$ cat config.mk
export PLATFORM = sky130hd
export DESIGN_NAME = kmer_symbol_packer
export DESIGN_NICKNAME = d
export VERILOG_FILES = /design/src/rtl/core/kmsp_pkg.sv /design/src/rtl/core/kmsp_cfg_regs.sv /design/src/rtl/core/kmsp_core.sv /design/src/rtl/core/kmer_symbol_packer.sv
export SDC_FILE = /design/constraint.sdc
export NUM_CORES = 1
export LEC_CHECK = 0
export ABC_AREA = 1
export BUFFER_PORTS_ARGS = -buffer_cell sky130_fd_sc_hd__buf_2
export CORE_MARGIN = 2
export CORE_UTILIZATION = 35
export CTS_CLUSTER_SIZE = 40
export DETAILED_ROUTE_END_ITERATION = 10
export PLACE_DENSITY_LB_ADDON = 0.15
export SYNTH_ARGS = -nofsm -noshare
export SYNTH_HDL_FRONTEND = slang
export SYNTH_SLANG_ARGS = --single-unit
$ cat constraint.sdc
create_clock -name clk -period 4.6 [get_ports clk]
set_clock_uncertainty 0.15 [all_clocks]
set_input_delay 0.23 -clock clk [delete_from_list [all_inputs] [get_ports clk]]
set_output_delay 0.23 -clock clk [all_outputs]
set_load 0.02 [all_outputs]
$ cat src/rtl/core/kmsp_pkg.sv
// shared types, constants and symbol table for the k-mer symbol packer
`default_nettype none

package kmsp_pkg;

  localparam int CODE_WIDTH = 16;
  localparam int SYM_W      = 16;
  localparam int RES_W      = 16;
  localparam int CFG_IDX_W  = 3;
  localparam int CFG_DATA_W = 8;

  localparam logic [SYM_W-1:0] UNMAPPED = {SYM_W{1'b1}};

  // register indexes on the config channel
  localparam logic [CFG_IDX_W-1:0] REG_ALPHABET  = 3'd0;
  localparam logic [CFG_IDX_W-1:0] REG_SYM_COUNT = 3'd1;
  localparam logic [CFG_IDX_W-1:0] REG_BPS       = 3'd2;
  localparam logic [CFG_IDX_W-1:0] REG_ORDER     = 3'd3;
  localparam logic [CFG_IDX_W-1:0] REG_DIRECTION = 3'd4;

  // alphabet codes
  localparam logic [1:0] ALPHA_DNA     = 2'd0;
  localparam logic [1:0] ALPHA_DICE    = 2'd1;
  localparam logic [1:0] ALPHA_PROTEIN = 2'd2;
  localparam logic [1:0] ALPHA_ALNUM   = 2'd3;

  // character codes
  localparam logic [7:0] CH_UC_A = 8'h41;
  localparam logic [7:0] CH_UC_C = 8'h43;
  localparam logic [7:0] CH_UC_G = 8'h47;
  localparam logic [7:0] CH_UC_N = 8'h4E;
  localparam logic [7:0] CH_UC_T = 8'h54;
  localparam logic [7:0] CH_LC_N = 8'h6E;
  localparam logic [7:0] CH_LC_A = 8'h61;
  localparam logic [7:0] CH_LC_B = 8'h62;
  localparam logic [7:0] CH_LC_J = 8'h6A;
  localparam logic [7:0] CH_LC_O = 8'h6F;
  localparam logic [7:0] CH_LC_U = 8'h75;
  localparam logic [7:0] CH_LC_Y = 8'h79;
  localparam logic [7:0] CH_LC_Z = 8'h7A;
  localparam logic [7:0] CH_D0   = 8'h30;
  localparam logic [7:0] CH_D1   = 8'h31;
  localparam logic [7:0] CH_D6   = 8'h36;
  localparam logic [7:0] CH_D9   = 8'h39;

  localparam logic [7:0] DNA_N      = 8'd6;
  localparam logic [7:0] DICE_N     = 8'd6;
  localparam logic [7:0] PROTEIN_N  = 8'd21;
  localparam logic [7:0] LETTER_N   = 8'd26;
  localparam logic [7:0] ALNUM_N    = 8'd36;

  typedef struct packed {
    logic [1:0] alphabet;
    logic [7:0] symbol_count;
    logic [3:0] bits_per_symbol;
    logic [4:0] window_order;
    logic       direction;
  } kmsp_cfg_t;

  typedef struct packed {
    logic             has;
    logic [RES_W-1:0] value;
    logic             bad;
    logic             last;
  } kmsp_res_t;

  // shared forward/reverse table: symbol numbers map to characters and back
  function automatic logic [SYM_W-1:0] table_read(input logic [1:0] alpha,
                                                  input logic [7:0] idx);
    logic [7:0] gap;
    logic [7:0] v;
    logic       hit;
    begin
      gap = 8'd0;
      v   = 8'd0;
      hit = 1'b0;
      case (alpha)
        ALPHA_DICE: begin
          if (idx < DICE_N) begin
            v = CH_D1 + idx; hit = 1'b1;
          end else if (idx >= CH_D1 && idx <= CH_D6) begin
            v = idx - CH_D1; hit = 1'b1;
          end
        end
        ALPHA_PROTEIN: begin
          if (idx < PROTEIN_N) begin
            gap = 8'(idx >= 8'd1) + 8'(idx >= 8'd8) + 8'(idx >= 8'd12) + 8'(idx >= 8'd17);
            v   = CH_LC_A + idx + gap;
            hit = 1'b1;
          end else if (idx >= CH_LC_A && idx <= CH_LC_Y && idx != CH_LC_B &&
                       idx != CH_LC_J && idx != CH_LC_O && idx != CH_LC_U) begin
            gap = 8'(idx > CH_LC_B) + 8'(idx > CH_LC_J) + 8'(idx > CH_LC_O) +
                  8'(idx > CH_LC_U);
            v   = idx - CH_LC_A - gap;
            hit = 1'b1;
          end
        end
        ALPHA_ALNUM: begin
          if (idx < LETTER_N) begin
            v = CH_LC_A + idx; hit = 1'b1;
          end else if (idx < ALNUM_N) begin
            v = CH_D0 + (idx - LETTER_N); hit = 1'b1;
          end else if (idx >= CH_LC_A && idx <= CH_LC_Z) begin
            v = idx - CH_LC_A; hit = 1'b1;
          end else if (idx >= CH_D0 && idx <= CH_D9) begin
            v = LETTER_N + (idx - CH_D0); hit = 1'b1;
          end
        end
        default: begin
          hit = 1'b1;
          case (idx)
            8'd0:    v = CH_UC_A;
            8'd1:    v = CH_UC_C;
            8'd2:    v = CH_UC_G;
            8'd3:    v = CH_UC_T;
            8'd4:    v = CH_UC_N;
            8'd5:    v = CH_LC_N;
            CH_UC_A: v = 8'd0;
            CH_UC_C: v = 8'd1;
            CH_UC_G: v = 8'd2;
            CH_UC_T: v = 8'd3;
            CH_UC_N: v = 8'd4;
            CH_LC_N: v = 8'd5;
            default: hit = 1'b0;
          endcase
        end
      endcase
      table_read = hit ? {{(SYM_W-8){1'b0}}, v} : UNMAPPED;
    end
  endfunction

endpackage

`default_nettype wire

$ cat src/rtl/core/kmsp_cfg_regs.sv
// configuration register file of the k-mer symbol packer
`default_nettype none

module kmsp_cfg_regs (
  input  wire logic                             clk,
  input  wire logic                             rst_n,
  input  wire logic                             wr_en,
  input  wire logic [kmsp_pkg::CFG_IDX_W-1:0]   wr_index,
  input  wire logic [kmsp_pkg::CFG_DATA_W-1:0]  wr_data,
  output      kmsp_pkg::kmsp_cfg_t              cfg
);
  import kmsp_pkg::*;

  kmsp_cfg_t cfg_r;
  kmsp_cfg_t cfg_nxt;

  always_comb begin
    cfg_nxt = cfg_r;
    if (wr_en) begin
      case (wr_index)
        REG_ALPHABET:  cfg_nxt.alphabet        = wr_data[1:0];
        REG_SYM_COUNT: cfg_nxt.symbol_count    = wr_data[7:0];
        REG_BPS:       cfg_nxt.bits_per_symbol = wr_data[3:0];
        REG_ORDER:     cfg_nxt.window_order    = wr_data[4:0];
        REG_DIRECTION: cfg_nxt.direction       = wr_data[0];
        default:       cfg_nxt = cfg_r;
      endcase
    end
  end

  always_ff @(posedge clk) begin
    if (!rst_n) begin
      cfg_r.alphabet        <= ALPHA_DNA;
      cfg_r.symbol_count    <= 8'd4;
      cfg_r.bits_per_symbol <= 4'd2;
      cfg_r.window_order    <= 5'd1;
      cfg_r.direction       <= 1'b0;
    end else begin
      cfg_r <= cfg_nxt;
    end
  end

  assign cfg = cfg_r;

endmodule

`default_nettype wire

$ cat src/rtl/core/kmsp_core.sv
// symbol lookup, window shift and sequence state of the k-mer symbol packer
`default_nettype none

module kmsp_core (
  input  wire logic                         clk,
  input  wire logic                         rst_n,
  input  wire kmsp_pkg::kmsp_cfg_t          cfg,
  input  wire logic                         fire,
  input  wire logic [kmsp_pkg::SYM_W-1:0]   symbol,
  input  wire logic                         eos,
  output      kmsp_pkg::kmsp_res_t          res
);
  import kmsp_pkg::*;

  logic [CODE_WIDTH-1:0] window_r, window_nxt;
  logic [3:0]            seen_r, seen_nxt;
  logic                  err_r, err_nxt;

  logic [SYM_W-1:0]      sym_mask;
  logic [SYM_W-1:0]      enc_sym;
  logic [SYM_W-1:0]      dec_idx;
  logic [SYM_W-1:0]      dec_val;
  logic [4:0]            order;
  logic [8:0]            total;
  logic [CODE_WIDTH-1:0] wmask;
  logic [CODE_WIDTH-1:0] win_shift;
  logic                  enc_bad;
  logic                  err_upd;
  logic                  emit;

  assign sym_mask = ~({SYM_W{1'b1}} << cfg.bits_per_symbol);

  // encode path
  assign enc_sym = table_read(cfg.alphabet, symbol[7:0]);
  assign order   = (cfg.window_order == 5'd0) ? 5'd1 :
                   (cfg.window_order > 5'd16) ? 5'd16 : cfg.window_order;
  assign total   = 9'(cfg.bits_per_symbol) * 9'(order);
  assign wmask   = (total >= 9'(CODE_WIDTH)) ? {CODE_WIDTH{1'b1}} :
                   ~({CODE_WIDTH{1'b1}} << total);
  assign enc_bad = (enc_sym == UNMAPPED) || (enc_sym >= {8'd0, cfg.symbol_count});
  assign err_upd = err_r | enc_bad;
  assign win_shift = ((window_r << cfg.bits_per_symbol) |
                      CODE_WIDTH'(enc_sym & sym_mask)) & wmask;
  assign emit    = {1'b0, seen_r} >= (order - 5'd1);

  // decode path: masked codes above one byte never hit the table
  assign dec_idx = symbol & sym_mask;
  assign dec_val = (dec_idx[SYM_W-1:8] != '0) ? UNMAPPED :
                   table_read(cfg.alphabet, dec_idx[7:0]);

  always_comb begin
    window_nxt = window_r;
    seen_nxt   = seen_r;
    err_nxt    = err_r;
    res.last   = eos;
    if (cfg.direction) begin
      res.has   = 1'b1;
      res.value = RES_W'(dec_val);
      res.bad   = (dec_val == UNMAPPED);
    end else begin
      res.has   = emit;
      res.value = RES_W'(win_shift);
      res.bad   = err_upd;
      if (eos) begin
        window_nxt = '0;
        seen_nxt   = '0;
        err_nxt    = 1'b0;
      end else begin
        window_nxt = win_shift;
        seen_nxt   = (seen_r == 4'd15) ? seen_r : seen_r + 4'd1;
        err_nxt    = err_upd;
      end
    end
  end

  always_ff @(posedge clk) begin
    if (!rst_n) begin
      window_r <= '0;
      seen_r   <= '0;
      err_r    <= 1'b0;
    end else if (fire) begin
      window_r <= window_nxt;
      seen_r   <= seen_nxt;
      err_r    <= err_nxt;
    end
  end

endmodule

`default_nettype wire

$ cat src/rtl/core/kmer_symbol_packer.sv
// top level of the k-mer symbol packer: stream ports, input and result stages
`default_nettype none

// Packs a stream of sequence characters into k-mer codes, or maps codes back
// to characters. In encode mode each character (low byte of in_tdata) goes
// through a fixed table for the selected alphabet (DNA ACGTNn, dice 1-6,
// 21 protein letters, 36 alphanumerics) and its symbol number is shifted into
// a window, oldest symbol in the high bits, bits_per_symbol bits per symbol,
// window_order symbols, at most 16 bits. Once window_order symbols of the
// current sequence have arrived, every character gives one code transfer;
// out_tuser carries a sticky flag for unmapped symbols or symbols at or above
// symbol_count. in_tlast ends a sequence and clears window, count and flag;
// a sequence shorter than the order gives no output. In decode mode every
// code gives one character transfer (65535 with out_tuser set if unmapped).
// Throughput is one transfer per clock unless out_tready stalls the result
// register. A result passes through an input stage and a result register,
// with the table lookup and window shift between them. A stalled result holds
// one further input in the input stage before in_tready drops. The user must
// write configuration over the cfg_ channel only while the block is idle; the
// block does not enforce this itself, and cfg_ready is always high.

module kmer_symbol_packer (
  input  wire logic                             clk,
  input  wire logic                             rst_n,
  // input channel
  input  wire logic                             in_tvalid,
  output      logic                             in_tready,
  input  wire logic [15:0]                      in_tdata,   // symbol_in
  input  wire logic                             in_tlast,   // end_of_sequence
  // result channel
  output      logic                             out_tvalid,
  input  wire logic                             out_tready,
  output      logic [15:0]                      out_tdata,  // result_value
  output      logic                             out_tuser,  // bad_symbol_seen
  output      logic                             out_tlast,  // last_of_sequence
  // configuration write channel
  input  wire logic                             cfg_valid,
  output      logic                             cfg_ready,
  input  wire logic [kmsp_pkg::CFG_IDX_W-1:0]   cfg_index,
  input  wire logic [kmsp_pkg::CFG_DATA_W-1:0]  cfg_wdata
);
  import kmsp_pkg::*;

  kmsp_cfg_t cfg;
  kmsp_res_t res;

  // input stage
  logic             s1_valid_r;
  logic [SYM_W-1:0] s1_sym_r;
  logic             s1_eos_r;
  logic             s1_go;

  // result stage
  logic             out_valid_r;
  logic [RES_W-1:0] out_data_r;
  logic             out_bad_r;
  logic             out_last_r;

  assign cfg_ready = 1'b1;

  kmsp_cfg_regs u_cfg (
    .clk      (clk),
    .rst_n    (rst_n),
    .wr_en    (cfg_valid),
    .wr_index (cfg_index),
    .wr_data  (cfg_wdata),
    .cfg      (cfg)
  );

  // the input stage moves on whenever the result register is free or draining;
  // items that produce no result still advance to update the sequence state
  assign s1_go     = s1_valid_r && (!out_valid_r || out_tready);
  assign in_tready = !s1_valid_r || s1_go;

  kmsp_core u_core (
    .clk    (clk),
    .rst_n  (rst_n),
    .cfg    (cfg),
    .fire   (s1_go),
    .symbol (s1_sym_r),
    .eos    (s1_eos_r),
    .res    (res)
  );

  always_ff @(posedge clk) begin
    if (!rst_n) begin
      s1_valid_r <= 1'b0;
    end else if (in_tready) begin
      s1_valid_r <= in_tvalid;
    end
  end

  // payload only
  always_ff @(posedge clk) begin
    if (in_tvalid && in_tready) begin
      s1_sym_r <= in_tdata;
      s1_eos_r <= in_tlast;
    end
  end

  always_ff @(posedge clk) begin
    if (!rst_n) begin
      out_valid_r <= 1'b0;
    end else if (s1_go) begin
      out_valid_r <= res.has;
    end else if (out_tready) begin
      out_valid_r <= 1'b0;
    end
  end

  always_ff @(posedge clk) begin
    if (s1_go && res.has) begin
      out_data_r <= res.value;
      out_bad_r  <= res.bad;
      out_last_r <= res.last;
    end
  end

  assign out_tvalid = out_valid_r;
  assign out_tdata  = out_data_r;
  assign out_tuser  = out_bad_r;
  assign out_tlast  = out_last_r;

endmodule

`default_nettype wire
==> summary.txt, run 1 <==
Yosys
  • Top post-synthesis cells by area: nand2_1 16%, edfxtp_1 11%, dfxtp_1 9.7%
  • Mux share of post-synthesis cell area: 0.450%
  • Synth Flop Type: dfxtp_1
  • Yosys reg bits: 77
  • Synth Area in XOR/XNOR: 3.04%
  • Post-synth cell types: 60
  • Cells after Synth: 1,405
  • Number of flops mapped to enable cells by yosys: 34
  • Post-synth ARST share: 0%
  • Synthesized area per cell: 6.33 µm²
  • Register area share after synthesis: 21.2%
  • Post-Syn Nets: 1,516
  • Cell Area, Synth: 0.00889 mm²
  • YS warnings: 0
  • Adder-cell area share of the yosys netlist: 12.2%
  • Compound-cell area share of the yosys netlist: 16.3%
  • Post-synthesis simple-gate area fraction: 37.1%
  • Most area-hungry cell type in the Yosys netlist: nand2_1
  • Synth top area share: 16.2%
  • Largest family of logic cells by synthesized area: simple AND/OR/NAND/NOR gates

Clocking
  • Root Driver: clkbuf_16
  • Max Buffers Root-to-Sink: 2
  • Num Clock Sinks: 77
  • Clock transition at path regs: 0.06 ns
  • CTS tree: built
  • TritonCTS Buffers: 9
  • Clock latency on the worst-skew pair: 0.35 ns
  • H-tree level count: 3

Cells and area
  • Ratio of cells with drive above 1 in the final layout: 21.3%
  • Post-route cell area: 0.0110 mm²
  • Commonest cells after routing, fill and taps aside: 373 x nand2_1, 152 x inv_1, 124 x nor2_1, 106 x nand3_1, 96 x buf_4
  • Diodes inserted: 0
  • NumNets Final: 1,657
  • Synth-to-Final Area Change: 23.5%
  • Most common cell after layout, fill and taps aside: nand2_1
  • Fillers: 2,683

Floorplan
  • Initial Utilization: 35.5%
  • Die width: 163 µm
  • Height of the die: 163 µm
  • Placeable Area: 0.0250 mm²
  • Top Ports: 54
  • FP Rows: 58
  • Die ar.: 0.0267 mm²

Power
  • LEAKAGE: 5.23 nW
  • Max VDD drop: 0.141 mV
  • Clock share of power: 35.3%
  • Int Power: 1.67 mW
  • Sequential power share: 30.3%
  • Comb pwr share: 34.4%
  • PwrDens: 230 mW/mm²
  • Sw Pwr: 864 µW
  • Net Sw Frac: 34.2%
  • Final Power: 2.53 mW

GRT
  • Largest net degree at the start of global routing: 23
  • GRT overflow: 0
  • Initial antenna violation count: 0
  • Tot GR Track Use: 23.3%
  • Vias in the first global route: 9,042
  • First-pass GRT wire length: 48.5 mm

Setup path
  • Crit path top cell by count: nand2_1
  • CP delay by family, top: adder cells
  • Worst path bufs/invs: 4
  • CP Launch Type: register
  • Slowest CP cell: fa_2
  • WP data required: 4.55 ns
  • Reg2Reg Setup Slack: 0.1 ns
  • Arrival time of the worst setup path: 4.45 ns
  • Crit path capture type: register
  • CP max stage delay: 0.48 ns
  • CP Max Fanout: 4
  • Setup CP Type: reg -> reg
  • Reg2reg start: s1_sym_r[1]$_DFFE_PP_
  • Crit path from: s1_sym_r[1]$_DFFE_PP_

Timing
  • TNS Setup: 0 ns
  • Final hold violations: 0
  • Slew HR: 42.8%
  • Hold slack: 0.00912 ns
  • FMAX: 0.222 GHz
  • Worst slew pin tran: 0.857 ns
  • Part of the cycle the worst path needs: 97.9%
  • Final setup viols: 0
  • Min Tclk post-route: 4.50 ns
  • RSZ-0062 raised after global routing: yes
  • Slew Viols, Final: 0

Drt
  • First DRT Iteration DRCs: 728
  • DR DRC count: 0
  • Wire per inst: 16.2 µm
  • Routed Antenna Nets: 0
  • Pre-Repair DR Iteration Count: 5
  • Routed wire length: 30.4 mm
  • Vias/cell: 5.09
  • Vias: 9,565

Place
  • Port Buf Inserts: 51
  • Placed Area: 0.0100 mm²
  • Final HPWL DP: 24.5 mm
  • GP Congestion: 0.938

Hold path
  • Hold Crit Class: in -> reg
  • HP Start: in_tvalid

Run
  • Maxcap violations: 0

Status
  • Status: complete, no violations
==> final timing paths <==
path,cells past startpoint,end
min reg2reg,2,u_core.window_r[15]$_SDFFE_PN0P_
min,3,s1_valid_r$_SDFFE_PN0N_
max reg2reg,27,out_tuser$_DFFE_PP_
max,27,out_tuser$_DFFE_PP_
==> power groups by stage <==
stage	clock, mW	sequential [mW]	combinational, mW
finish	0.892	0.766	0.871
global route	0.926	0.769	0.978
detailed placement	0	0.780	0.792
CTS	0.906	0.766	0.817
global placement	0	0.780	0.792
floorplan	0	0.789	0.529
==> stage by stage <==
stage / std cells / utilization, % / setup WS, ns
floorplan: 1405 / - / 0.0133
global placement: 1835 / 40.0 / -0.0989
detailed placement: 1835 / 40.0 / -0.152
CTS: 1871 / 42.5 / 0.00341
global route: 1881 / 43.9 / -0.112
finish: 1881 / 43.9 / 0.0975
==> layer usage <==
metal | global-route usage [%] | wire (µm) | vias up
met4 | 6.19 | 708 | 0
met1 | 33.2 | 14900 | 4356
met3 | 3.12 | 1570 | 42
li1 | - | - | 4890
met5 | 0 | 0 | -
met2 | 36.7 | 13200 | 277
==> synthesized netlist by cell type, types with 14 or more instances <==
library cell,number
a21oi_1,92
clkbuf_1,16
dfxtp_1,43
edfxtp_1,34
fa_1,14
ha_1,64
inv_1,156
inv_2,16
nand2_1,384
nand2_2,19
nand3_1,115
nand4_1,19
nor2_1,148
nor3_1,16
o21ai_0,98
o21ai_1,16
xor2_1,22
==> registers in the layout, indices dropped and copies added, names as in the netlist <==
name / cells
out_tuser: 1
out_tvalid: 1
u_core.window_r: 16
u_core.err_r: 1
out_tdata: 16
out_tlast: 1
s1_sym_r: 15
s1_valid_r: 1
s1_eos_r: 1
u_core.seen_r: 4
u_cfg.cfg: 20
==> kinds of logic after synthesis <==
group           after synthesis
other cells                   1
mux                           4
flops                        77
xor+xnor                     30
compound gates              257
fa+ha+maj                    78
buf+inv                     214
simple gates                744
==> timing repair <==
action,CTS,global route
endpoints found under the setup margin,2,29
buffers inserted,4,10
hold buffers,16,0
resized for setup,23,80
hold endpoints to repair,16,0
pin swaps,8,29
cloned,0,0
==> cell type report <==
| class | count | area (µm²) | share of cell area, % |
|---|---|---|---|
| Multi-Input combinational cell | 1114 | 6450 | 58.7 |
| Sequential cell | 77 | 1880 | 17.1 |
| Timing Repair Buffer | 169 | 1200 | 11.0 |
| Inverter | 175 | 662 | 6.03 |
| Tap cell | 330 | 413 | 3.76 |
| Clock buffer | 9 | 225 | 2.05 |
| Clock inverter | 7 | 145 | 1.32 |
==> worst reg2reg max path: stages (launching register included) <==
cell,delay [ns]
edfxtp_1,0.42
buf_6,0.16
buf_6,0.12
o21ai_2,0.16
inv_1,0.08
a21oi_2,0.15
a21oi_2,0.05
ha_1,0.32
fa_2,0.49
nand2_2,0.09
nand2_2,0.06
fa_2,0.38
nor2_4,0.14
inv_2,0.05
nand3_2,0.08
nand2_1,0.05
nand2_1,0.07
o22ai_1,0.07
nand2_1,0.09
nand3_2,0.10
or2_4,0.26
ha_4,0.15
a21oi_2,0.10
o21ai_1,0.07
a21oi_2,0.10
nand4_1,0.14
nand2_1,0.10
nand2_1,0.06
No activity file was read; power rests on OpenSTA's default activity.
==> run 2: changes to the inputs <==
Settings changed: CORE_UTILIZATION 35 to 57.
==> run 2 against run 1 <==
- the run now ends with setup timing left
- wire length fell by 2.8%
- final area down 2.5%
- first-iteration DRC count increased by 45%
- critical endpoint unchanged
- setup slack got worse by 0.14 ns
- fmax fell by 3.1%
- cell count decreased by 8.3%
- flip-flop and latch count is the same
- power fell by 3.4%
- clock-buffer cell count rose by 1
- highest routed layer unchanged
- global-route usage is 13 points higher
- non-clock buffer count fell by 15
==> summary.txt, run 2 (synthesis results as in run 1) <==
Drt
  • Wire per inst: 17.2 µm
  • Pre-Repair DR Iteration Count: 5
  • Vias: 9,954
  • First DRT Iteration DRCs: 1,058
  • DR DRC count: 0
  • Routed wire length: 29.6 mm
  • Routed Antenna Nets: 0
  • Vias/cell: 5.77

Setup path
  • R2R cell count: 27
  • Reg2Reg Setup Slack: -0.05 ns
  • Setup CP Type: reg -> reg
  • WP data required: 4.53 ns
  • CP Max Fanout: 3
  • CP Launch Type: register
  • Crit path capture type: register
  • Slowest CP cell: fa_1
  • Worst r2r dst: out_tuser$_DFFE_PP_
  • CP delay by family, top: adder cells
  • CP max stage delay: 0.51 ns
  • Worst path bufs/invs: 3
  • Reg2reg start: s1_sym_r[1]$_DFFE_PP_
  • Crit path top cell by count: nand2_1
  • Arrival time of the worst setup path: 4.58 ns

Status
  • Status: finished with violations
  • Violated checks: setup timing

Clocking
  • H-tree level count: 3
  • Clock transition at path regs: 0.06 ns
  • Root Driver: clkbuf_16
  • CTS tree: built
  • Num Clock Sinks: 77
  • Clock latency on the worst-skew pair: 0.34 ns
  • Max Buffers Root-to-Sink: 2
  • TritonCTS Buffers: 9

Timing
  • Min Tclk post-route: 4.65 ns
  • Part of the cycle the worst path needs: 101%
  • FMAX: 0.215 GHz
  • Final setup viols: 1
  • Final worst slack: -0.0463 ns
  • Hold slack: 0.0111 ns
  • TNS Setup: -0.0463 ns
  • Worst slew pin tran: 0.880 ns
  • Final hold violations: 0
  • Slew HR: 41.2%
  • RSZ-0062 raised after global routing: yes
  • Slew Viols, Final: 0

Place
  • DP Worst Slack: -0.203 ns
  • DP Cell Count: 1,675
  • Final HPWL DP: 22.6 mm
  • Port Buf Inserts: 51
  • GP Congestion: 1.02

Cells and area
  • NumNets Final: 1,642
  • Commonest cells after routing, fill and taps aside: 372 x nand2_1, 150 x inv_1, 131 x nor2_1, 107 x nand3_1, 89 x o21ai_0
  • Synth-to-Final Area Change: 20.4%
  • Ratio of cells with drive above 1 in the final layout: 20.3%
  • Cell Count, Final, Fillers Out: 1,724
  • Most common cell after layout, fill and taps aside: nand2_1
  • Largest register FFs: 20
  • Diodes inserted: 0

GRT
  • First-pass GRT wire length: 47.1 mm
  • Vias in the first global route: 9,121
  • Largest net degree at the start of global routing: 23
  • Initial antenna violation count: 0
  • Tot GR Track Use: 36.0%
  • GRT overflow: 0

Hold path
  • Worst Hold Depth: 3
  • Hold Crit Class: in -> reg
  • Hold Path End: s1_valid_r$_SDFFE_PN0N_
  • HP Start: in_tvalid

Run
  • Maxcap violations: 0

Floorplan
  • Die width: 129 µm
  • Placeable Area: 0.0152 mm²
  • FP Rows: 45
  • Initial Utilization: 58.5%
  • Height of the die: 129 µm
  • Top Ports: 54
  • Die ar.: 0.0166 mm²

Power
  • PwrDens: 228 mW/mm²
  • Max VDD drop: 0.213 mV
  • Final Power: 2.44 mW
  • LEAKAGE: 5.16 nW
==> run 2: through the flow <==
stage               instance area, µm²  util [%]
floorplan                         8900         -
detailed placement                9720      64.0
global placement                  9720      64.0
CTS                              10400      68.1
finish                           10700      70.4
global route                     10700      70.4
==> run 2: cell type report <==
type	count	area (µm²)
fillers	1333	4490
flip-flops and latches	77	1890
clock buffers	10	250
well taps	188	235
clock inverters	6	91.3
multi-input cells	1114	6480
repair buffers	154	1100
inverters	175	662
==> run 2: tightest hold or removal path, stage by stage <==
cell     delay [ns]
buf_2          0.09
nand2_1        0.07
a21oi_1        0.06
==> run 2: power breakdown <==
| part | total, mW | switching (mW) | internal [mW] |
|---|---|---|---|
| clock | 0.801 | 0.290 | 0.512 |
| combinational | 0.876 | 0.545 | 0.331 |
| sequential | 0.767 | 0.0188 | 0.748 |
| total | 2.44 | 0.854 | 1.59 |
==> run 2: worst max path at each step <==
stage | startpoint | to | slack (ns) | cells after the start
3_3_place_gp | s1_sym_r[0]$_DFFE_PP_ | out_tuser$_DFFE_PP_ | -0.02 | 26
4_1_cts | s1_sym_r[0]$_DFFE_PP_ | out_tuser$_DFFE_PP_ | -0.004 | 26
5_1_grt | s1_sym_r[1]$_DFFE_PP_ | out_tuser$_DFFE_PP_ | -0.32 | 27
2_1_floorplan | s1_sym_r[0]$_DFFE_PP_ | out_tuser$_DFFE_PP_ | 0.01 | 27
6_report | s1_sym_r[1]$_DFFE_PP_ | out_tuser$_DFFE_PP_ | -0.05 | 27
3_5_place_dp | s1_sym_r[0]$_DFFE_PP_ | out_tuser$_DFFE_PP_ | -0.20 | 26
==> run 2: what timing repair did <==
item / 4_1_cts / 5_1_grt
setup endpoints to repair: 5 / 27
gates cloned: 0 / 0
hold endpoints to repair: 17 / 0
hold buffers: 17 / 0
buffers inserted: 8 / 9
resized for setup: 25 / 75
pin swaps: 12 / 39
==> run 2: per-layer routing <==
| layer | global-route usage (%) | wire length (µm) |
|---|---|---|
| met1 | 51.0 | 13100 |
| met2 | 57.5 | 13400 |
| met4 | 11.6 | 918 |
| met5 | 0 | 0 |
| met3 | 3.91 | 2220 |
==> run 3: changes to the inputs <==
Settings changed: HOLD_SLACK_MARGIN set to 0.02.
==> run 3 against run 2 <==
- the flow still finishes with violations (setup timing)
- core utilization up 0.066 points
- critical endpoint unchanged
- critical path type unchanged
- largest cell class unchanged
- final area hardly changed
- global-route usage up 0.11 points
- sequential share of layout area about the same
- worst hold slack gained 0.012 ns
- setup slack better by 0.026 ns
- critical path depth down 3
- flip-flop and latch count did not move
- register-to-register slack improved by 0.03 ns
- clock-buffer cell count did not move
==> summary.txt, run 3 (synthesis results as in run 1) <==
Clocking
  • CTS tree: built
  • Clock transition at path regs: 0.06 ns
  • TritonCTS Buffers: 9
  • H-tree level count: 3
  • Num Clock Sinks: 77
  • Root Driver: clkbuf_16
  • Clock latency on the worst-skew pair: 0.34 ns
  • Max Buffers Root-to-Sink: 2

Floorplan
  • FP Rows: 45
  • Top Ports: 54
  • Placeable Area: 0.0152 mm²
  • Die ar.: 0.0166 mm²
  • Die width: 129 µm
  • Initial Utilization: 58.5%
  • Height of the die: 129 µm

Timing
  • Part of the cycle the worst path needs: 100%
  • Min Tclk post-route: 4.62 ns
  • FMAX: 0.216 GHz
  • Slew HR: 40.8%
  • Final setup viols: 1
  • Final hold violations: 0
  • Worst slew pin tran: 0.887 ns
  • Slew Viols, Final: 0
  • Final worst slack: -0.0203 ns
  • RSZ-0062 raised after global routing: yes

Drt
  • Pre-Repair DR Iteration Count: 6
  • Vias: 9,969
  • First DRT Iteration DRCs: 1,024
  • Routed wire length: 29.8 mm
  • Routed Antenna Nets: 0
  • Vias/cell: 5.78
  • DR DRC count: 0
  • Wire per inst: 17.3 µm

Place
  • Placed Area: 0.00972 mm²
  • Final HPWL DP: 22.6 mm
  • GP Congestion: 1.02
  • Port Buf Inserts: 51

Setup path
  • Crit path from: s1_sym_r[1]$_DFFE_PP_
  • CP Launch Type: register
  • WP data required: 4.54 ns
  • CP Max Fanout: 3
  • Crit path capture type: register
  • Setup CP Type: reg -> reg
  • Arrival time of the worst setup path: 4.56 ns
  • Reg2reg start: s1_sym_r[1]$_DFFE_PP_

Power
  • PwrDens: 228 mW/mm²
  • Final Power: 2.45 mW
  • LEAKAGE: 5.16 nW
  • Max VDD drop: 0.212 mV

Cells and area
  • Area taken by multi-input logic gates: 0.00648 mm²
  • Fillers: 1,329
  • Most common cell after layout, fill and taps aside: nand2_1
  • NumNets Final: 1,643
  • Largest register FFs: 20
  • Post-route cell area: 0.0107 mm²
  • Synth-to-Final Area Change: 20.5%
  • Diodes inserted: 0
  • Ratio of cells with drive above 1 in the final layout: 20.3%
  • Commonest cells after routing, fill and taps aside: 372 x nand2_1, 150 x inv_1, 131 x nor2_1, 107 x nand3_1, 89 x o21ai_0
  • Register area: 0.00189 mm²

Status
  • Violated checks: setup timing
  • Status: finished with violations

GRT
  • Initial antenna violation count: 0
  • First-pass GRT wire length: 47.2 mm
  • Vias in the first global route: 9,131
  • GRT overflow: 0
  • Tot GR Track Use: 36.1%
  • Largest net degree at the start of global routing: 23

Hold path
  • HP Start: cfg_wdata[1]
  • Hold Crit Class: in -> reg

Run
  • Maxcap violations: 0
==> run 3: timing repair <==
item                                    in CTS  in global routing
resized for setup                           25                 75
hold buffers                                18                  0
setup buffers                                8                  9
endpoints found under the hold margin       18                  0
pin swaps                                   12                 39
endpoints found under the setup margin       5                 27
==> run 3: report_power, final <==
part	switching (mW)	total [mW]	internal (mW)
logic	0.546	0.878	0.332
registers	0.0189	0.767	0.748
clock network	0.291	0.803	0.512
total	0.856	2.45	1.59
==> run 3: layout make-up <==
type                    count  share of cell area [%]
clock buffers              10                    2.33
clock inverters             6                   0.852
inverters                 175                    6.18
multi-input cells        1114                    60.5
flip-flops and latches     77                    17.6
well taps                 188                    2.19
repair buffers            155                    10.3
==> run 3: per-layer routing <==
metal	global-route usage (%)	up-vias	wire length [µm]
met5	0	-	0
met4	11.6	0	846
met3	3.99	67	2270
met2	57.8	512	13600
met1	51.0	4527	13100
li1	-	4863	-
==> run 3: worst paths after layout <==
kind | slack [ns] | to | cells after the start
setup reg to reg | -0.02 | out_tuser$_DFFE_PP_ | 24
hold reg to reg | 0.32 | u_core.window_r[9]$_SDFFE_PN0P_ | 2
hold / removal | 0.02 | u_cfg.cfg[7]$_SDFFE_PN1P_ | 3
setup / recovery | -0.02 | out_tuser$_DFFE_PP_ | 24
==> run 3: worst max-delay path: stages (launching register included) <==
cell and delay (ns):
edfxtp_1 0.43, inv_2 0.15, ha_4 0.16, inv_2 0.03
nor2_1 0.07, nand2_1 0.08, o21ai_1 0.09, nor2_1 0.07
ha_1 0.32, fa_1 0.51, nand2_2 0.11, nand2_2 0.06
fa_2 0.54, nor2_1 0.05, o21ai_1 0.17, nand3_2 0.14
nor2_2 0.12, nand2_1 0.10, ha_4 0.24, a21oi_2 0.15
o21ai_0 0.12, a21oi_1 0.18, nand4_1 0.15, nand2_1 0.12
nand2_1 0.07
==> run 3: stage by stage <==
step / worst slack [ns] / setup TNS [ns] / utilization [%] / instances / hold WS (ns)
floorplan: 0.0133 / 0 / - / 1405 / 0.179
global placement: -0.0204 / -0.0204 / 64.0 / 1675 / 0.258
detailed placement: -0.203 / -0.317 / 64.0 / 1675 / 0.258
CTS: -0.00449 / -0.00449 / 68.2 / 1717 / 0.0212
global route: -0.294 / -0.494 / 70.5 / 1725 / 0.0431
finish: -0.0203 / -0.0203 / 70.5 / 1725 / 0.0234
